$ cat config.mk
export PLATFORM = sky130hd
export DESIGN_NAME = conv_ctrl
export DESIGN_NICKNAME = d
export VERILOG_FILES = /design/src/hdl/conv_pkg.sv /design/src/hdl/conv_ctrl.sv
export SDC_FILE = /design/constraint.sdc
export NUM_CORES = 1
export LEC_CHECK = 0
export ABC_CLOCK_PERIOD_IN_PS = 2660
export BUFFER_PORTS_ARGS = -buffer_cell sky130_fd_sc_hd__buf_2
export CAP_MARGIN = 30
export CORE_AREA = 2 2 39 41
export CTS_CLUSTER_DIAMETER = 150
export CTS_CLUSTER_SIZE = 16
export DETAILED_ROUTE_END_ITERATION = 10
export DIE_AREA = 0 0 41 43
export SLEW_MARGIN = 40
export SYNTH_ARGS = -nofsm -noshare
export SYNTH_HDL_FRONTEND = slang
export SYNTH_SLANG_ARGS = --single-unit
export TNS_END_PERCENT = 5
$ cat constraint.sdc
create_clock -name clk -period 2.66 [get_ports clk]
set_input_delay 0.532 -clock clk [delete_from_list [all_inputs] [get_ports clk]]
set_output_delay 0.532 -clock clk [all_outputs]
set_load 0.03 [all_outputs]
$ cat src/hdl/conv_pkg.sv
// Shared types, constants and codes for the strided zero-padded convolution point block.
// Used by conv_regs, conv_ctrl, conv_dp, conv2d_relu_point and conv_chk.
`default_nettype none

package conv_pkg;

  localparam int DATA_WIDTH         = 16;
  localparam int FRAC_SHIFT         = DATA_WIDTH / 2;
  localparam int ACT_W              = 15;
  localparam int ACT_MAX            = 32767;
  localparam int DEF_MAX_IMAGE_DIM  = 32;
  localparam int DEF_MAX_KERNEL_DIM = 8;

  localparam int OP_W      = 2;
  localparam int IDX_W     = 5;
  localparam int IMG_DIM_W = 6;
  localparam int KER_DIM_W = 4;
  localparam int STEP_W    = 3;
  localparam int PAD_W     = 3;
  localparam int CMP_W     = 10;
  localparam int ADDR_W    = 5;
  localparam int PDATA_W   = 32;

  localparam logic [IMG_DIM_W-1:0] RST_IMAGE_ROWS  = IMG_DIM_W'(28);
  localparam logic [IMG_DIM_W-1:0] RST_IMAGE_COLS  = IMG_DIM_W'(28);
  localparam logic [KER_DIM_W-1:0] RST_KERNEL_ROWS = KER_DIM_W'(5);
  localparam logic [KER_DIM_W-1:0] RST_KERNEL_COLS = KER_DIM_W'(5);
  localparam logic [STEP_W-1:0]    RST_STEP_SIZE   = STEP_W'(1);
  localparam logic [PAD_W-1:0]     RST_PAD_WIDTH   = PAD_W'(2);

  typedef enum logic [OP_W-1:0] {
    OP_WR_PIXEL  = 2'd0,
    OP_WR_WEIGHT = 2'd1,
    OP_COMPUTE   = 2'd2
  } conv_op_t;

  typedef enum logic [2:0] {
    REG_IMAGE_ROWS  = 3'd0,
    REG_IMAGE_COLS  = 3'd1,
    REG_KERNEL_ROWS = 3'd2,
    REG_KERNEL_COLS = 3'd3,
    REG_STEP_SIZE   = 3'd4,
    REG_PAD_WIDTH   = 3'd5
  } conv_reg_t;

  typedef enum logic [2:0] {
    ST_IDLE,
    ST_SETUP,
    ST_TAPS,
    ST_DRAIN,
    ST_RESULT
  } conv_state_t;

  typedef struct packed {
    logic [IMG_DIM_W-1:0] image_rows;
    logic [IMG_DIM_W-1:0] image_cols;
    logic [KER_DIM_W-1:0] kernel_rows;
    logic [KER_DIM_W-1:0] kernel_cols;
    logic [STEP_W-1:0]    step_size;
    logic [PAD_W-1:0]     pad_width;
  } conv_cfg_t;

  typedef struct packed {
    logic load;
    logic setup;
    logic tap;
    logic load_out;
  } conv_cmd_t;

  typedef struct packed {
    logic run;
    logic tap_last;
    logic pipe_busy;
    logic out_free;
  } conv_sts_t;

endpackage

`default_nettype wire

$ cat src/hdl/conv_ctrl.sv
// Controller state machine: sequences accept, setup, tap loop and drain (compute items only), and result hand-off.
// Depends on conv_pkg for the state, command and status types.
`default_nettype none

module conv_ctrl
  import conv_pkg::*;
(
  input  wire logic      clk,
  input  wire logic      rst_n,
  input  wire logic      in_valid,
  output logic           in_stall,
  input  wire conv_sts_t sts,
  output conv_cmd_t      cmd
);

  conv_state_t state_r;
  conv_state_t state_nxt;

  always_ff @(posedge clk) begin
    if (!rst_n) begin
      state_r <= ST_IDLE;
    end else begin
      state_r <= state_nxt;
    end
  end

  always_comb begin
    state_nxt = state_r;
    cmd       = '0;
    in_stall  = 1'b1;
    unique case (state_r)
      ST_IDLE: begin
        in_stall = 1'b0;
        if (in_valid) begin
          cmd.load  = 1'b1;
          state_nxt = ST_SETUP;
        end
      end
      ST_SETUP: begin
        cmd.setup = 1'b1;
        state_nxt = sts.run ? ST_TAPS : ST_RESULT;
      end
      ST_TAPS: begin
        cmd.tap = 1'b1;
        if (sts.tap_last) begin
          state_nxt = ST_DRAIN;
        end
      end
      ST_DRAIN: begin
        if (!sts.pipe_busy) begin
          state_nxt = ST_RESULT;
        end
      end
      ST_RESULT: begin
        if (sts.out_free) begin
          cmd.load_out = 1'b1;
          state_nxt    = ST_IDLE;
        end
      end
      default: state_nxt = ST_IDLE;
    endcase
  end

endmodule

`default_nettype wire

==> impl_metrics.toml <==
[clock_network]
clk_pin_slew_ns = 0.04
cts_buffers = 3
tritoncts = "done"
post_cts_resized = 0
cts_hold_buf = 0
cts.sinks = 3
htreeDepth = 1
root_buffer = "clkbuf_4"
cts.path.max_buffers = 2
post-cts-setup-buffer-count = 0
insertion_delay_ns = 0.23

[min_path]
holdCritPathClass = "register to register"

[timing]
setup_viol = 0
drv_slew = 0
rsz0062_at_grt = "false"
finalHoldViolCount = 0
timing.final.crit_share_pct = 66.31
fin_skew_ns = 0.001732
timing.fmax_mhz = 566.9
fin_crit_ns = 1.764
tightest_slew_ns = 0.2499
tns_ns = 0
slew-limit-headroom_pct = 83.32

[routing]
routed_wl_um = 436
via_per_inst = 3.796
first_iter_violations = 2
vias = 205
drc_errors = 0
firstDrtPassIters = 2
wl_per_cell_um = 8.074
ant_nets = 0

[worst_setup_path]
worstPathCellList = "or3_4 -> nor2_2 -> buf_2"
crit_required_ns = 2.13
worstPathMaxFanout = 6
critical_path_class = "register to output port"
cp_data_arrival_time_ns = 1.23
worstSetupStartpointType = "register"
crit_slowest_cell = "or3_4"
end_kind = "output port"
cpPeakStageDelay_ns = 0.40

[cells_and_area]
area_growth_pct = 55.10
final_cell_area_um2 = 285.3
largest_reg_flops = 3
multi_input_area_um2 = 116.4
nets = 46
top_regs = "state_r: 3 flops"
ff_latch_area_um2 = 60.06
layout-drive-gt1-share_pct = 44.74
fill_cells = 164
stdcell_count = 54
regMostFlops = "state_r"
utilization_pct = 20.61
diodes = 0

[yosys]
synth_edf_count = 0
yosysTopAreaCell = "dfxtp_1"
syn_avg_cell_area_um2 = 7.997
synth.top_cell.area_share_pct = 32.65
synth_seq_cells = 3
yosysMostFrequentCell = "nand2_1"
ys_top_cells_by_area = "dfxtp_1, nand2_1, nor3b_2"
synthFlopType = "dfxtp_1"
syn_area_um2 = 183.9
synth_common_cells = "nand2_1, dfxtp_1, inv_1"
async_flop_share_pct = 0
ys_types = 17
ys_warn_count = 0
synth_nets = 30
syn_inst = 23
ys_seq_area_share_pct = 32.65

[die]
die_w_um = 41
die_h_um = 43
core_region_area_um2 = 1384
ios = 12
rows = 14
start_util_pct = 13.29
die_area_um2 = 1763

[placed_design]
port_buffers = 11
place_congestion = 0.6586
post-place-cells = 50
placed_area_um2 = 259.0

[power_and_ir_drop]
p_switching_mw = 0.06531
p_int_mw = 0.1292
p_seq_share_pct = 28.9
irDropWorstVdd_uv = 108.0
comb_power_share_pct = 30.1
p_leak_nw = 0.1394
pwr-share-clk_pct = 41.0
sw_frac_of_total_pct = 33.58
power.density_nw_per_um2 = 681.8

[global_routing]
overflow = 0
grt_start_max_net_pins = 10
antenna_found_initial = 0
grt_usage_pct = 7.214
grt_pass1_wl_um = 752
grt_pass1_vias = 204

[status]
status = "finished clean"

[job]
cap_violations = 0
-- layer usage --
metal  global-route usage (%)  vias up  share of wire, %
li1                         -      110                 -
met1                    5.751       88                38
met2                    9.375        7                52
met3                    4.712        0                10
met4                    10.00        0                 0
met5                        0        -                 0
-- cell type report --
| type | count | share of cell area [%] |
|---|---|---|
| Multi-Input combinational cell | 18 | 40.79 |
| Sequential cell | 3 | 21.05 |
| Timing Repair Buffer | 11 | 19.30 |
| Clock buffer | 4 | 9.211 |
| Inverter | 2 | 2.632 |
| Tap cell | 16 | 7.018 |
-- power by group through the flow --
stage	clock (mW)	combinational [mW]	sequential [mW]
floorplan	0	0.0438	0.0556
global placement	0	0.0584	0.0572
detailed placement	0	0.0591	0.0571
CTS	0.0854	0.0592	0.0563
global route	0.0906	0.0639	0.0575
finish	0.0797	0.0586	0.0562
-- final timing paths --
| kind | start | endpoint | slack (ns) | cells past startpoint |
|---|---|---|---|---|
| max | state_r[2] | cmd[3] | 0.90 | 3 |
| min | state_r[0] | state_r[1] | 0.53 | 2 |
| max reg2reg | state_r[2] | state_r[2] | 1.79 | 2 |
| min reg2reg | state_r[0] | state_r[1] | 0.53 | 2 |
-- per-stage QoR --
step	worst slack [ns]	hold WS (ns)	power, mW
detailed placement	1.130	0.5365	0.1162
global route	0.7992	0.5601	0.2119
finish	0.8961	0.5311	0.1945
CTS	0.8722	0.5366	0.2009
floorplan	0.9482	0.4869	0.09940
global placement	1.138	0.5243	0.1155
-- cells by family after synthesis --
group,share of synthesized area (%)
AND/OR/NAND/NOR,48.30
flip-flops,32.65
buffers and inverters,4.083
AO/OA/AOI/OAI,14.96
-- layout by cell type (no fill, tap or decap), drive strengths merged, types with 2 or more instances in the layout --
| cell type | count |
|---|---|
| buf | 11 |
| nand2 | 4 |
| clkbuf | 4 |
| dfxtp | 3 |
| inv | 2 |
| nor3b | 2 |
| nor2 | 2 |
-- worst max-delay path: cells and delay by family, from the launching register on --
family | cells | cell delay (ns)
AND/OR/NAND/NOR | 2 | 0.48
flip-flops | 1 | 0.34
buffers and inverters | 1 | 0.19
Note: power is estimated with default switching activity, not from simulation.
