--- src/hdl/conv_pkg.sv ---
// Shared types, constants and codes for the strided zero-padded convolution point block.
// Used by conv_regs, conv_ctrl, conv_dp, conv2d_relu_point and conv_chk.
`default_nettype none

package conv_pkg;

  localparam int DATA_WIDTH         = 16;
  localparam int FRAC_SHIFT         = DATA_WIDTH / 2;
  localparam int ACT_W              = 15;
  localparam int ACT_MAX            = 32767;
  localparam int DEF_MAX_IMAGE_DIM  = 32;
  localparam int DEF_MAX_KERNEL_DIM = 8;

  localparam int OP_W      = 2;
  localparam int IDX_W     = 5;
  localparam int IMG_DIM_W = 6;
  localparam int KER_DIM_W = 4;
  localparam int STEP_W    = 3;
  localparam int PAD_W     = 3;
  localparam int CMP_W     = 10;
  localparam int ADDR_W    = 5;
  localparam int PDATA_W   = 32;

  localparam logic [IMG_DIM_W-1:0] RST_IMAGE_ROWS  = IMG_DIM_W'(28);
  localparam logic [IMG_DIM_W-1:0] RST_IMAGE_COLS  = IMG_DIM_W'(28);
  localparam logic [KER_DIM_W-1:0] RST_KERNEL_ROWS = KER_DIM_W'(5);
  localparam logic [KER_DIM_W-1:0] RST_KERNEL_COLS = KER_DIM_W'(5);
  localparam logic [STEP_W-1:0]    RST_STEP_SIZE   = STEP_W'(1);
  localparam logic [PAD_W-1:0]     RST_PAD_WIDTH   = PAD_W'(2);

  typedef enum logic [OP_W-1:0] {
    OP_WR_PIXEL  = 2'd0,
    OP_WR_WEIGHT = 2'd1,
    OP_COMPUTE   = 2'd2
  } conv_op_t;

  typedef enum logic [2:0] {
    REG_IMAGE_ROWS  = 3'd0,
    REG_IMAGE_COLS  = 3'd1,
    REG_KERNEL_ROWS = 3'd2,
    REG_KERNEL_COLS = 3'd3,
    REG_STEP_SIZE   = 3'd4,
    REG_PAD_WIDTH   = 3'd5
  } conv_reg_t;

  typedef enum logic [2:0] {
    ST_IDLE,
    ST_SETUP,
    ST_TAPS,
    ST_DRAIN,
    ST_RESULT
  } conv_state_t;

  typedef struct packed {
    logic [IMG_DIM_W-1:0] image_rows;
    logic [IMG_DIM_W-1:0] image_cols;
    logic [KER_DIM_W-1:0] kernel_rows;
    logic [KER_DIM_W-1:0] kernel_cols;
    logic [STEP_W-1:0]    step_size;
    logic [PAD_W-1:0]     pad_width;
  } conv_cfg_t;

  typedef struct packed {
    logic load;
    logic setup;
    logic tap;
    logic load_out;
  } conv_cmd_t;

  typedef struct packed {
    logic run;
    logic tap_last;
    logic pipe_busy;
    logic out_free;
  } conv_sts_t;

endpackage

`default_nettype wire

--- src/hdl/conv_regs.sv ---
// APB-style configuration registers for the convolution point block.
// Depends on conv_pkg for register codes, widths and reset values.
`default_nettype none

module conv_regs
  import conv_pkg::*;
(
  input  wire logic               clk,
  input  wire logic               rst_n,
  input  wire logic               psel,
  input  wire logic               penable,
  input  wire logic               pwrite,
  input  wire logic [ADDR_W-1:0]  paddr,
  input  wire logic [PDATA_W-1:0] pwdata,
  output logic      [PDATA_W-1:0] prdata,
  output logic                    pready,
  output conv_cfg_t               cfg
);

  conv_cfg_t        cfg_r;
  conv_cfg_t        cfg_nxt;
  logic [2:0]       reg_idx;
  logic             wr_en;

  assign reg_idx = paddr[ADDR_W-1:2];
  assign wr_en   = psel && penable && pwrite;
  assign pready  = 1'b1;
  assign cfg     = cfg_r;

  always_comb begin
    cfg_nxt = cfg_r;
    if (wr_en) begin
      unique case (reg_idx)
        REG_IMAGE_ROWS:  cfg_nxt.image_rows  = pwdata[IMG_DIM_W-1:0];
        REG_IMAGE_COLS:  cfg_nxt.image_cols  = pwdata[IMG_DIM_W-1:0];
        REG_KERNEL_ROWS: cfg_nxt.kernel_rows = pwdata[KER_DIM_W-1:0];
        REG_KERNEL_COLS: cfg_nxt.kernel_cols = pwdata[KER_DIM_W-1:0];
        REG_STEP_SIZE:   cfg_nxt.step_size   = pwdata[STEP_W-1:0];
        REG_PAD_WIDTH:   cfg_nxt.pad_width   = pwdata[PAD_W-1:0];
        default:         cfg_nxt = cfg_r;
      endcase
    end
  end

  always_comb begin
    unique case (reg_idx)
      REG_IMAGE_ROWS:  prdata = PDATA_W'(cfg_r.image_rows);
      REG_IMAGE_COLS:  prdata = PDATA_W'(cfg_r.image_cols);
      REG_KERNEL_ROWS: prdata = PDATA_W'(cfg_r.kernel_rows);
      REG_KERNEL_COLS: prdata = PDATA_W'(cfg_r.kernel_cols);
      REG_STEP_SIZE:   prdata = PDATA_W'(cfg_r.step_size);
      REG_PAD_WIDTH:   prdata = PDATA_W'(cfg_r.pad_width);
      default:         prdata = '0;
    endcase
  end

  always_ff @(posedge clk) begin
    if (!rst_n) begin
      cfg_r.image_rows  <= RST_IMAGE_ROWS;
      cfg_r.image_cols  <= RST_IMAGE_COLS;
      cfg_r.kernel_rows <= RST_KERNEL_ROWS;
      cfg_r.kernel_cols <= RST_KERNEL_COLS;
      cfg_r.step_size   <= RST_STEP_SIZE;
      cfg_r.pad_width   <= RST_PAD_WIDTH;
    end else begin
      cfg_r <= cfg_nxt;
    end
  end

endmodule

`default_nettype wire

--- config.mk ---
export PLATFORM = sky130hd
export DESIGN_NAME = conv_regs
export DESIGN_NICKNAME = d
export VERILOG_FILES = /design/src/hdl/conv_pkg.sv /design/src/hdl/conv_regs.sv
export SDC_FILE = /design/constraint.sdc
export NUM_CORES = 1
export LEC_CHECK = 0
export BUFFER_PORTS_ARGS = -buffer_cell sky130_fd_sc_hd__buf_2
export CORE_MARGIN = 2
export CORE_UTILIZATION = 35
export DETAILED_ROUTE_END_ITERATION = 8
export MAX_ROUTING_LAYER = met4
export PLACE_DENSITY = 0.69
export SLEW_MARGIN = 0
export SYNTH_ARGS = -nofsm -noshare
export SYNTH_HDL_FRONTEND = slang
export SYNTH_SLANG_ARGS = --single-unit
--- constraint.sdc ---
create_clock -name clk -period 1.9 [get_ports clk]
set_clock_uncertainty 0.05 [all_clocks]
set_input_delay 0.475 -clock clk [delete_from_list [all_inputs] [get_ports clk]]
set_output_delay 0.475 -clock clk [all_outputs]
set_load 0.005 [all_outputs]
==> metrics.txt <==
# TYPE chip_impl_metric gauge
chip_impl_metric{name="routed_length_per_instance",unit="um"} 12.3
chip_impl_metric{name="reg2reg_setup_slack",unit="ns"} 1.17
chip_impl_info{name="critPathCaptureType",value="output pin"} 1
chip_impl_metric{name="power.combinational.fraction",unit=""} 0.137
chip_impl_metric{name="drv_slew",unit=""} 0
chip_impl_metric{name="number_of_flip_flops_in_the_largest_register",unit=""} 26
chip_impl_metric{name="num_antenna_cells",unit=""} 0
chip_impl_metric{name="register_area",unit="um2"} 520
chip_impl_metric{name="postSynthCellCount",unit=""} 163
chip_impl_info{name="cp-start-kind",value="input port"} 1
chip_impl_metric{name="cts_hold_buf",unit=""} 0
chip_impl_metric{name="floorplan.die.width",unit="um"} 70.5
chip_impl_info{name="setup_repair_after_global_routing_missed_its_margin",value="no"} 1
chip_impl_info{name="synthTopCellsByArea",value="sky130_fd_sc_hd__dfxtp_1, sky130_fd_sc_hd__mux2i_1, sky130_fd_sc_hd__buf_4"} 1
chip_impl_metric{name="tns",unit="ns"} 0
chip_impl_metric{name="cellLeakagePower",unit="nW"} 0.909
chip_impl_metric{name="crit_fanout",unit=""} 9
chip_impl_metric{name="finalHoldViolCount",unit=""} 0
chip_impl_metric{name="final_net_count",unit=""} 256
chip_impl_metric{name="multi_input_logic_area",unit="um2"} 816
chip_impl_metric{name="switching_share",unit=""} 0.247
chip_impl_metric{name="htree_levels",unit=""} 1
chip_impl_metric{name="cts.path.max_buffers",unit=""} 2
chip_impl_metric{name="timing.critical_path.required",unit="ns"} 1.37
chip_impl_info{name="clock_root_buffer",value="sky130_fd_sc_hd__clkbuf_8"} 1
chip_impl_metric{name="powerDensity",unit="mW/mm2"} 588
chip_impl_metric{name="die_span_in_y",unit="um"} 70.5
chip_impl_metric{name="final_core_util",unit=""} 0.421
chip_impl_metric{name="detail_routed_via_count_per_cell",unit=""} 4.63
chip_impl_metric{name="setup_viol",unit=""} 0
chip_impl_info{name="cts_tree",value="done"} 1
chip_impl_metric{name="drt_drc_violations_left",unit=""} 0
chip_impl_metric{name="gp_congestion",unit=""} 0.770
chip_impl_metric{name="place_area",unit="mm2"} 0.00174
chip_impl_metric{name="drt-initial-drc-count",unit=""} 25
chip_impl_metric{name="grt-ovfl-total",unit=""} 0
chip_impl_metric{name="detailedRoute.firstPassIterationCount",unit=""} 4
chip_impl_info{name="netlist.top_cell.by_area",value="sky130_fd_sc_hd__dfxtp_1"} 1
chip_impl_metric{name="placement_rows",unit=""} 24
chip_impl_metric{name="cell_area_after_technology_mapping",unit="mm2"} 0.00155
chip_impl_metric{name="port-buffer-count",unit=""} 45
chip_impl_metric{name="synth.yosys.seq_area_share",unit=""} 0.337
chip_impl_metric{name="post_synth_num_cell_types",unit=""} 26
chip_impl_metric{name="layout.cell_area.non_filler",unit="mm2"} 0.00181
chip_impl_metric{name="p_sw",unit="mW"} 0.263
chip_impl_metric{name="syn2layout_area_growth",unit="%"} 16.8
chip_impl_metric{name="max_cap_violations",unit=""} 0
chip_impl_metric{name="synthDominantCellAreaShare",unit=""} 0.337
chip_impl_metric{name="grt_pass1_vias",unit=""} 1130
chip_impl_metric{name="initial_core_util",unit=""} 0.360
chip_impl_metric{name="nFillCells",unit=""} 463
chip_impl_metric{name="grtUsageTotal",unit=""} 0.139
chip_impl_metric{name="cts_setup_buffers",unit=""} 0
chip_impl_metric{name="sum_of_routed_wire_length_over_all_layers",unit="mm"} 3.27
chip_impl_metric{name="grt_first_pass_wirelength",unit="mm"} 5.38
chip_impl_metric{name="core-area",unit="mm2"} 0.00429
chip_impl_info{name="crit_type",value="input port to output pin"} 1
chip_impl_metric{name="dpl.hpwl",unit="mm"} 2.69
chip_impl_metric{name="finalCritPeriodShare",unit=""} 0.969
chip_impl_metric{name="clkPwrFrac",unit=""} 0.342
chip_impl_metric{name="post_synthesis_mean_instance_area",unit="um2"} 9.49
chip_impl_metric{name="final_layout_size_suffix_gt1_frac",unit=""} 0.324
chip_impl_metric{name="grt_start_max_net_pins",unit=""} 15
chip_impl_metric{name="power",unit="mW"} 1.06
chip_impl_metric{name="clkLatencyLatePin",unit="ns"} 0.27
chip_impl_metric{name="ys_ff_latch",unit=""} 26
chip_impl_metric{name="dieArea",unit="mm2"} 0.00497
chip_impl_info{name="outcome",value="completed"} 1
chip_impl_metric{name="layout_min_cycle_time",unit="ns"} 1.84
chip_impl_metric{name="power.internal",unit="mW"} 0.800
chip_impl_metric{name="post_cts_clock_slew_at_the_launch_and_capture_registers_of_the_worst_setup_and_hold_paths",unit="ns"} 0.09
chip_impl_metric{name="timing.fmax",unit="MHz"} 543
chip_impl_metric{name="antenna_violations_before_repair",unit=""} 0
chip_impl_metric{name="route.vias.total",unit=""} 1227
chip_impl_metric{name="cts-buffers-inserted",unit=""} 3
chip_impl_metric{name="clock_sink_count",unit=""} 26
chip_impl_metric{name="power.share.sequential",unit=""} 0.520
chip_impl_metric{name="worst_ep_arrival_time",unit="ns"} 1.32
chip_impl_metric{name="peakVddDrop",unit="mV"} 0.427
chip_impl_metric{name="pin_count",unit=""} 101
chip_impl_info{name="min_path_type",value="input port to flip-flop"} 1
chip_impl_metric{name="syn_warnings",unit=""} 0
chip_impl_metric{name="antenna_left",unit=""} 0
layout make-up:
class / count / area share
sequential: 26 / 0.288
clock buffer: 4 / 0.0305
timing repair buffer: 57 / 0.179
multi-input combinational: 119 / 0.452
inverter: 7 / 0.0145
tap: 52 / 0.0360
cells in the mapped netlist:
master,count
sky130_fd_sc_hd__o21ai_0,9
sky130_fd_sc_hd__o211ai_1,7
sky130_fd_sc_hd__buf_4,28
sky130_fd_sc_hd__o311ai_0,1
sky130_fd_sc_hd__nor3_2,1
sky130_fd_sc_hd__nor3_1,2
sky130_fd_sc_hd__mux2i_1,29
sky130_fd_sc_hd__nand4b_4,1
sky130_fd_sc_hd__nand3_1,1
sky130_fd_sc_hd__clkbuf_1,3
sky130_fd_sc_hd__conb_1,2
sky130_fd_sc_hd__nand3b_2,1
sky130_fd_sc_hd__dfxtp_1,26
sky130_fd_sc_hd__nor2_1,1
sky130_fd_sc_hd__nand2b_4,2
sky130_fd_sc_hd__or4_1,2
sky130_fd_sc_hd__nor2b_1,7
sky130_fd_sc_hd__nand2b_1,1
sky130_fd_sc_hd__nor3_4,1
sky130_fd_sc_hd__mux4_2,1
sky130_fd_sc_hd__inv_1,7
sky130_fd_sc_hd__buf_6,5
sky130_fd_sc_hd__and4b_2,1
sky130_fd_sc_hd__nand2_1,20
sky130_fd_sc_hd__o32a_1,3
sky130_fd_sc_hd__nand4_1,1
power groups by stage:
| stage | logic (mW) | clock network (mW) | registers (mW) |
|---|---|---|---|
| after floorplan | 0.130 | 0 | 0.566 |
| after global placement | 0.143 | 0 | 0.566 |
| after detailed placement | 0.143 | 0 | 0.566 |
| after CTS | 0.145 | 0.369 | 0.553 |
| after global routing | 0.161 | 0.389 | 0.554 |
| final | 0.146 | 0.364 | 0.553 |
cell usage in the layout (no fill, tap or decap), drive strengths merged:
cell    synthesis  final
conb            2     27
or4             2      2
nor2b           7      7
nand4b          1      1
o21ai           9      9
and4b           1      1
mux4            1      1
nor3            4      4
o32a            3      3
nor2            1      1
clkbuf          3      5
o211ai          7      7
inv             7      7
dfxtp          26     26
nand3           1      1
nand4           1      1
nand2b          3      3
o311ai          1      1
mux2i          29     29
nand3b          1      1
buf            33     56
nand2          20     20
cells by family (layout without fill, tap and decap cells):
logic type | after synthesis | after routing | share of synthesized area
AOI/OAI and AO/OA | 20 | 20 | 0.0882
buffers and inverters | 43 | 68 | 0.197
DFF | 26 | 26 | 0.337
muxes | 30 | 30 | 0.202
other | 2 | 27 | 0.00486
and+or+nand+nor | 42 | 42 | 0.172
critical path, cell delays in order:
cell                      delay [ns]
sky130_fd_sc_hd__buf_6          0.11
sky130_fd_sc_hd__mux4_2         0.48
sky130_fd_sc_hd__nor2b_1        0.13
sky130_fd_sc_hd__buf_2          0.12
repair_timing:
item / 4_1_cts / 5_1_grt
resized for setup: 1 / 3
endpoints found under the setup margin: 1 / 4
pin swaps: 0 / 0
path summary, 6_finish.rpt:
path,cells after the start,to,startpoint
worst max-delay path,4,prdata[3],paddr[3]
worst min-delay path,3,cfg[9],pwdata[3]
worst max register to register,2,cfg[1],cfg[1]
worst min register to register,2,cfg[15],cfg[15]
through the flow:
step	hold WS [ns]	setup slack, ns	std cells
after floorplan	0.413	0.238	188
after global placement	0.409	-0.0493	261
after detailed placement	0.413	-0.0462	261
after CTS	0.418	0.0104	265
after global routing	0.423	0.00336	265
final	0.420	0.0594	265
routing by layer:
| metal | wire, um | track usage | share of wire |
|---|---|---|---|
| met3 | 226 | 0.0361 | 0.069 |
| met1 | 1440 | 0.165 | 0.44 |
| met4 | 31 | 0.0321 | 0.0095 |
| met5 | 0 | - | 0 |
| met2 | 1570 | 0.237 | 0.48 |
(Power assumes the default switching activity.)
